[config.mk]
export PLATFORM = sky130hd
export DESIGN_NAME = dlf_front
export DESIGN_NICKNAME = d
export VERILOG_FILES = /design/src/dlf_pkg.sv /design/src/dlf_front.sv
export SDC_FILE = /design/constraint.sdc
export NUM_CORES = 1
export LEC_CHECK = 0
export ABC_AREA = 1
export BUFFER_PORTS_ARGS = -buffer_cell sky130_fd_sc_hd__buf_2
export CAP_MARGIN = 20
export CORE_ASPECT_RATIO = 0.8
export CORE_MARGIN = 2
export CORE_UTILIZATION = 40
export CTS_CLUSTER_SIZE = 8
export DETAILED_ROUTE_END_ITERATION = 6
export PLACE_DENSITY = 0.61
export SYNTH_ARGS = -nofsm -noshare
export SYNTH_HDL_FRONTEND = slang
export SYNTH_SLANG_ARGS = --single-unit
[constraint.sdc]
create_clock -name clk -period 5.85 [get_ports clk]
set_input_delay 0.2925 -clock clk [delete_from_list [all_inputs] [get_ports clk]]
set_output_delay 0.2925 -clock clk [all_outputs]
set_load 0.005 [all_outputs]
[src/dlf_pkg.sv]
// ---------------------------------------------------------------------------
// dlf_pkg: shared types and constants for the dense layer
// Sizes, command and register codes, and the item passed front to back.
// ---------------------------------------------------------------------------
package dlf_pkg;

	localparam int IN_MAX      = 64;
	localparam int OUT_MAX     = 64;
	localparam int TABLE_DEPTH = 256;

	localparam int DATA_W = 16;
	localparam int ACC_W  = 40;
	localparam int ROW_W  = 6;
	localparam int COL_W  = 8;
	localparam int NEU_W  = 6;
	localparam int CNT_W  = 7;
	localparam int TBL_AW = 8;
	localparam int W_AW   = ROW_W + NEU_W;
	localparam int Q_FRAC = 12;

	// configuration register indexes
	localparam logic [1:0] REG_INPUT_COUNT  = 2'd0;
	localparam logic [1:0] REG_OUTPUT_COUNT = 2'd1;
	localparam logic [1:0] REG_ACT_MODE     = 2'd2;

	// activation modes; code 3 behaves as identity
	localparam logic [1:0] ACT_IDENT = 2'd0;
	localparam logic [1:0] ACT_RELU  = 2'd1;
	localparam logic [1:0] ACT_TABLE = 2'd2;

	typedef enum logic [1:0] {
		CMD_WEIGHT = 2'd0,
		CMD_BIAS   = 2'd1,
		CMD_TABLE  = 2'd2,
		CMD_DATA   = 2'd3
	} cmd_t;

	typedef struct packed {
		cmd_t                     cmd;
		logic [ROW_W-1:0]         row;
		logic [COL_W-1:0]         column;
		logic signed [DATA_W-1:0] value;
		logic                     last;
	} item_t;

	typedef struct packed {
		logic [CNT_W-1:0] input_count;
		logic [CNT_W-1:0] output_count;
		logic [1:0]       act_mode;
	} cfg_t;

	typedef struct packed {
		logic       valid;
		logic [1:0] count;
	} q_stat_t;

	localparam int Q_DEPTH = 2;

endpackage

[src/dlf_front.sv]
// ---------------------------------------------------------------------------
// dlf_front: input acceptance and command queue
// Holds items, unpacked from stream transactions at the top level, in a two-entry queue.
// ---------------------------------------------------------------------------
module dlf_front (
	input  logic                 clk,
	input  logic                 arst_n,
	input  logic                 in_valid,
	output logic                 in_ready,
	input  dlf_pkg::item_t       in_item,
	input  logic                 pop,
	output dlf_pkg::item_t       q_item,
	output dlf_pkg::q_stat_t     q_stat
);
	import dlf_pkg::*;

	item_t      entry_q [Q_DEPTH];
	logic       wr_ptr_q;
	logic       rd_ptr_q;
	logic [1:0] count_q;
	logic       push;
	logic       do_pop;

	assign in_ready = (count_q != 2'(Q_DEPTH));
	assign push     = in_valid && in_ready;
	assign do_pop   = pop && (count_q != 2'd0);
	assign q_item   = entry_q[rd_ptr_q];
	assign q_stat   = '{valid: (count_q != 2'd0), count: count_q};

	always_ff @(posedge clk or negedge arst_n) begin
		if (!arst_n) begin
			wr_ptr_q <= 1'b0;
			rd_ptr_q <= 1'b0;
			count_q  <= 2'd0;
		end else begin
			if (push) wr_ptr_q <= ~wr_ptr_q;
			if (do_pop) rd_ptr_q <= ~rd_ptr_q;
			count_q <= count_q + 2'(push) - 2'(do_pop);
		end
	end

	always_ff @(posedge clk) begin
		if (push) entry_q[wr_ptr_q] <= in_item;
	end

endmodule

==> results.json, run 1 <==
{
  "drv_cap": 0,
  "grt.total_usage_pct": 13.66,
  "synth_top_cell_by_area": "edfxtp_1",
  "worst-path-max-fanout": 21,
  "clkLatencyLatePin_ps": 330,
  "total_power_mw": 1.567,
  "dpl.cell_count": 356,
  "grt_max_degree": 35,
  "dieArea_sq_um": 7395,
  "post-synth-top-count-cell": "nand2_1",
  "drv_slew": 0,
  "top_level_ports": 74,
  "synth_edf_count": 66,
  "seq_area_frac_synth_pct": 77.47,
  "vdd_ir_drop_max_v": 0.0002245,
  "layout-drive-gt1-share_pct": 34.60,
  "cts-root-buf": "clkbuf_8",
  "p_per_area_nw_per_um2": 475.0,
  "startpoint_type": "flip-flop",
  "via_per_inst": 4.367,
  "cts_sinks": 70,
  "yosysTopAreaCellShare_pct": 73.74,
  "fp.dieW_um": 95.65,
  "antenna_left": 0,
  "synthFlopType": "edfxtp_1",
  "cts_max_level": 3,
  "ys_seq_elements": 70,
  "tritoncts.num_buffers": 9,
  "fin_cells": 373,
  "num-nets-final": 323,
  "status": "finished, final reports clean",
  "coreArea_sq_um": 6441,
  "finalCriticalPeriod_ps": 1988,
  "tns_ps": 0,
  "clock-skew-final_ps": 4.129,
  "synth_fp_nets": 243,
  "grt.overflow.total": 0,
  "hold_viol": 0,
  "synthDistinctLibCells": 12,
  "max_freq_mhz": 503.0,
  "endpoint_kind": "output pin",
  "grt_pass1_wl_um": 7320,
  "start_util_pct": 41.72,
  "postCtsSetupRepairBufs": 0,
  "multi_input_area_sq_um": 496.7,
  "cts.repair.resized": 0,
  "synthTopCellsByArea": "edfxtp_1 (74%), nand2_1 (14%), dfrtp_1 (3.7%)",
  "p_leak_nw": 1.460,
  "cts_tree": "built",
  "yosysWarnings": 0,
  "synth_common_cells": "nand2_1 (102), edfxtp_1 (66), nand2_2 (10)",
  "hpwlAfterDp_um": 2999,
  "num_rows": 26,
  "gp_congestion": 0.7604,
  "timing.final.ws_setup_ps": 3862,
  "syn_inst": 204,
  "die_h_um": 77.32,
  "antenna_found_initial": 0,
  "place.port_buffers": 73,
  "routed_wl_um": 4709,
  "path_clk_slew_ps": 70,
  "dr.pass1.iters": 3,
  "slew_headroom_pct": 37.08,
  "synthArstFlopShare_pct": 5.714,
  "hold_path.class": "in2reg",
  "worstMarginPinSlew_ps": 941.5,
  "clock_path_buffers": 2,
  "cp.required_ps": 5560,
  "drt-initial-drc-count": 49,
  "finalCritPeriodShare_pct": 33.98,
  "syn-cell-area_sq_um": 2688,
  "setup-violations-final": 0,
  "syn_area_per_cell_sq_um": 13.17,
  "grt_setup_unrepaired": "no",
  "syn2layout_area_growth_pct": 22.72,
  "nFillCells": 574,
  "arrival_ps": 1700,
  "whs_ps": 148.2,
  "wl_per_cell_um": 12.62,
  "route.vias.total": 1629,
  "diodes": 0,
  "seqCellArea_sq_um": 2082,
  "crit_type": "reg2out",
  "pre_cts_ws_ps": 4036,
  "grt_pass1_vias": 1570,
  "route.detailed.drc": 0
}
==> layer usage <==
layer	vias up	global-route usage [%]	wire [um]
li1	837	-	-
met1	736	16.16	2019
met3	2	7.073	427
met5	-	0	0
met4	0	4.714	19
met2	54	21.33	2243
==> worst max-delay path: stages (launching register included) <==
cell and delay, ps:
dfrtp_1 720, buf_4 360, nand2_1 80, nand2_1 90, buf_2 110
==> cells in the final DEF (no fill, tap or decap) <==
cell,n
dlygate4sd3_1,1
clkbuf_8,9
nand2_1,102
inv_1,8
buf_2,73
nand2_2,10
edfxtp_1,66
clkinvlp_4,1
clkinv_2,2
clkbuf_1,3
nor2_4,1
ha_1,2
dfrtp_1,4
inv_8,1
nand3_1,3
bufinv_16,1
buf_4,2
==> area by class of cell <==
type / count / area share (%)
flip-flops and latches: 70 / 63.13
multi-input cells: 118 / 15.06
repair buffers: 76 / 11.84
clock buffers: 12 / 4.097
well taps: 84 / 3.187
clock inverters: 4 / 1.442
inverters: 9 / 1.252
==> repair_timing <==
action                                  4_1_cts  5_1_grt
hold buffers                                  1        0
endpoints found under the setup margin        0        0
endpoints found under the hold margin         4        0
==> report_power, final <==
group	internal, mW	total, mW	switching, mW
clock	0.196	0.357	0.161
sequential	0.686	0.733	0.0472
combinational	0.179	0.476	0.297
==> state kept, by name (all words and copies together), names as in the netlist <==
name and count:
rd_ptr_q 1, wr_ptr_q 1, entry_q 66, count_q 2
==> worst paths after layout <==
kind,startpoint,endpoint,slack (ps),depth (start not counted)
worst max register to register,count_q[0]$_DFF_PN0_,entry_q[1][22]$_DFFE_PP_,4060,4
min in group asynchronous,arst_n,count_q[0]$_DFF_PN0_,310,2
worst min register to register,wr_ptr_q$_DFFE_PN0N_,wr_ptr_q$_DFFE_PN0N_,480,2
max in group asynchronous,arst_n,wr_ptr_q$_DFFE_PN0N_,5420,2
worst min-delay path,in_item[23],entry_q[0][23]$_DFFE_PP_,150,1
worst max-delay path,rd_ptr_q$_DFFE_PN0P_,q_item[1],3860,4
==> metrics by stage <==
step / cell area (sq um) / util (%)
2_1_floorplan: 2688 / -
3_3_place_gp: 3105 / 48.21
3_5_place_dp: 3105 / 48.21
4_1_cts: 3298 / 51.20
5_1_grt: 3298 / 51.20
6_report: 3298 / 51.20
==> cells by family after synthesis <==
family / synth area share, %
fa+ha+maj: 0.9309
flops: 77.47
buf+inv: 4.329
simple gates: 17.27
(Power assumes the default switching activity.)
==> run 2, diff against run 1 <==
--- a/config.mk
+++ b/config.mk
@@ -5,7 +5,7 @@
 export SDC_FILE = /design/constraint.sdc
 export NUM_CORES = 1
 export LEC_CHECK = 0
-export ABC_AREA = 1
+export ABC_AREA = 0
 export BUFFER_PORTS_ARGS = -buffer_cell sky130_fd_sc_hd__buf_2
 export CAP_MARGIN = 20
 export CORE_ASPECT_RATIO = 0.8
==> constraint.sdc (replaced) <==
create_clock -name clk -period 2.05 [get_ports clk]
set_input_delay 0.1025 -clock clk [delete_from_list [all_inputs] [get_ports clk]]
set_output_delay 0.1025 -clock clk [all_outputs]
set_load 0.005 [all_outputs]
==> run 2 against run 1 <==
  * Sequential share of layout area is 7.6 points lower
  * Count of clock-buffer cells in the layout is the same
  * Critical path type unchanged
  * Die area grew 0.67%
  * Clock power rose to 3.2 times the previous value
  * Via count decreased by 11%
  * Worst setup slack got worse by 3600 ps
  * Synthesized cell count shrank 41%
  * Sequential cell count unchanged
  * Non-clock buffer count is 34 higher
  * Highest routed layer unchanged
  * Clock skew up 2.8 ps
  * Global-route usage rose by 0.34 points
  * Core utilization rose by 6.7 points
==> results.json, run 2 <==
{
  "min_path_cells": 3,
  "num_rows": 26,
  "yosysTopAreaCellShare_pct": 73.23,
  "post-route-util_pct": 57.92,
  "grt_max_degree": 34,
  "maxUsedRoutingLayer": "met4",
  "nFillCells": 497,
  "grt_pass1_vias": 1548,
  "syn-cell-area_sq_um": 2706,
  "cts_sinks": 70,
  "synthTopCellsByArea": "edfxtp_1 (73%), mux2_4 (16%), dfrtp_1 (3.7%)",
  "p_per_area_nw_per_um2": 1292,
  "place.port_buffers": 73,
  "grt.overflow.total": 0,
  "layout_commonest_cell": "buf_2",
  "synthArstFlopShare_pct": 5.714,
  "clkLatencyLatePin_ps": 330,
  "tritoncts.num_buffers": 9,
  "route.vias.total": 1457,
  "cts_tree": "built",
  "synth_common_cells": "edfxtp_1 (66), mux2_4 (29), buf_6 (4), dfrtp_1 (4), mux2_2 (4)",
  "drt-initial-drc-count": 50,
  "max_freq_mhz": 545.8,
  "largest_reg_flops": 66,
  "clock-skew-final_ps": 6.919,
  "cts_max_level": 3,
  "post-synth-top-count-cell": "edfxtp_1",
  "status": "finished, final reports clean",
  "tns_ps": 0,
  "fp.dieW_um": 95.97,
  "drv_cap": 0,
  "yosysWarnings": 0,
  "largest_register": "entry_q",
  "start_util_pct": 41.81,
  "wl_per_cell_um": 14.51,
  "crit_type": "reg2out",
  "grt_setup_unrepaired": "no",
  "hold_viol": 0,
  "dr.pass1.iters": 4,
  "top_level_ports": 74,
  "vdd_ir_drop_max_v": 0.0008256,
  "synthFlopType": "edfxtp_1",
  "timing.final.ws_setup_ps": 217.8,
  "pre_cts_ws_ps": 311.9,
  "num-nets-final": 276,
  "cts-root-buf": "clkbuf_8",
  "grt_pass1_wl_um": 7562,
  "drv_slew": 0,
  "hpwlAfterDp_um": 3133,
  "ff2ff_path_depth": 7,
  "ff2ff_setup_slack_ps": 290,
  "diodes": 0,
  "cts.repair.resized": 0,
  "finalCriticalPeriod_ps": 1832,
  "top_regs": "entry_q (66), count_q (2)",
  "antenna_left": 0,
  "synth_top_cell_by_area": "edfxtp_1",
  "syn_area_per_cell_sq_um": 22.55,
  "gp_congestion": 0.7370,
  "wl_met3_um": 332,
  "syn2layout_area_growth_pct": 38.56,
  "coreArea_sq_um": 6474,
  "dieArea_sq_um": 7444,
  "total_power_mw": 4.844,
  "grt.total_usage_pct": 13.99,
  "routed_wl_um": 4731,
  "p_leak_nw": 1.518,
  "clock_path_buffers": 2,
  "hold_path.class": "in2reg",
  "layout-drive-gt1-share_pct": 52.07,
  "slew_headroom_pct": 71.51,
  "final_cell_mix": "buf_2 (73), edfxtp_1 (66), dlygate4sd3_1 (34), mux2_4 (29), clkbuf_8 (9)",
  "route.detailed.drc": 0,
  "via_per_inst": 4.469,
  "setup-violations-final": 0,
  "worst-path-max-fanout": 22,
  "seq_area_frac_synth_pct": 76.93,
  "die_h_um": 77.57,
  "worstMarginPinSlew_ps": 427.3,
  "synthDistinctLibCells": 15,
  "synth_edf_count": 66,
  "wl_met2_um": 2302,
  "synth_fp_nets": 159,
  "endpoint_kind": "output pin",
  "syn_inst": 120,
  "antenna_found_initial": 0,
  "path_clk_slew_ps": 70,
  "ys_seq_elements": 70,
  "finalCritPeriodShare_pct": 89.38,
  "cp.required_ps": 1950,
  "wl_met1_um": 2048,
  "arrival_ps": 1730,
  "startpoint_type": "flip-flop"
}
## run 2: cell types whose count changed after synthesis, moves of 2 or more
cell and delta:
inv_1 -7, buf_4 -2, mux2_4 +29, nand3_1 -3, nand2_2 -10, xnor2_1 +3
nand2_1 -101, mux2_2 +4
## run 2: final timing paths
kind | endpoint | startpoint
setup / recovery | q_item[0] | rd_ptr_q$_DFFE_PN0P_
hold / removal | rd_ptr_q$_DFFE_PN0P_ | pop
setup reg to reg | count_q[1]$_DFF_PN0_ | count_q[1]$_DFF_PN0_
hold reg to reg | wr_ptr_q$_DFFE_PN0N_ | wr_ptr_q$_DFFE_PN0N_
max in group asynchronous | rd_ptr_q$_DFFE_PN0P_ | arst_n
min in group asynchronous | count_q[0]$_DFF_PN0_ | arst_n
## run 2: per-layer routing
layer	up-vias	global-route usage, %
met1	692	16.25
met5	-	0
met2	60	22.94
li1	697	-
met4	0	5.571
met3	8	5.728
## run 2: what timing repair did
item | CTS | global route
endpoints found under the setup margin | 0 | 0
hold buffers | 34 | 0
hold endpoints to repair | 70 | 0
buffers inserted | 0 | 0
## run 2: worst max-delay path, cell delays in order, from the launching register on
cell and delay [ps]:
dfrtp_2 640, buf_12 260, mux2_2 360, buf_2 130
## run 2: power breakdown
part | leakage [nW] | internal (mW) | switching, mW | total [mW]
sequential | 0.659 | 1.96 | 0.171 | 2.13
combinational | 0.758 | 0.913 | 0.645 | 1.56
clock | 0.101 | 0.684 | 0.468 | 1.15
## run 2: stage by stage
stage	area [sq um]	instances	hold slack, ps
finish	3750	326	66.94
detailed placement	3202	276	-87.23
global placement	3202	276	-89.79
global route	3750	326	65.74
CTS	3750	326	51.30
floorplan	2709	120	-193.1
## run 2: logic make-up after synthesis
kind of cell	count (synthesis)	synth area share [%]
xor gates and xnor gates	4	1.295
buffers and inverters	5	1.803
DFF	70	76.93
and+or+nand+nor	6	1.295
adders and majority gates	2	0.9245
muxes	33	17.75
## run 2: cell type report
type	instances	area, sq um	share of cell area, %
timing repair buffer	110	765.7	20.42
sequential	70	2083	55.56
inverter	1	3.754	0.1001
tap	84	105.1	2.803
clock inverter	4	72.57	1.935
multi-input combinational	45	584.3	15.58
clock buffer	12	135.1	3.604
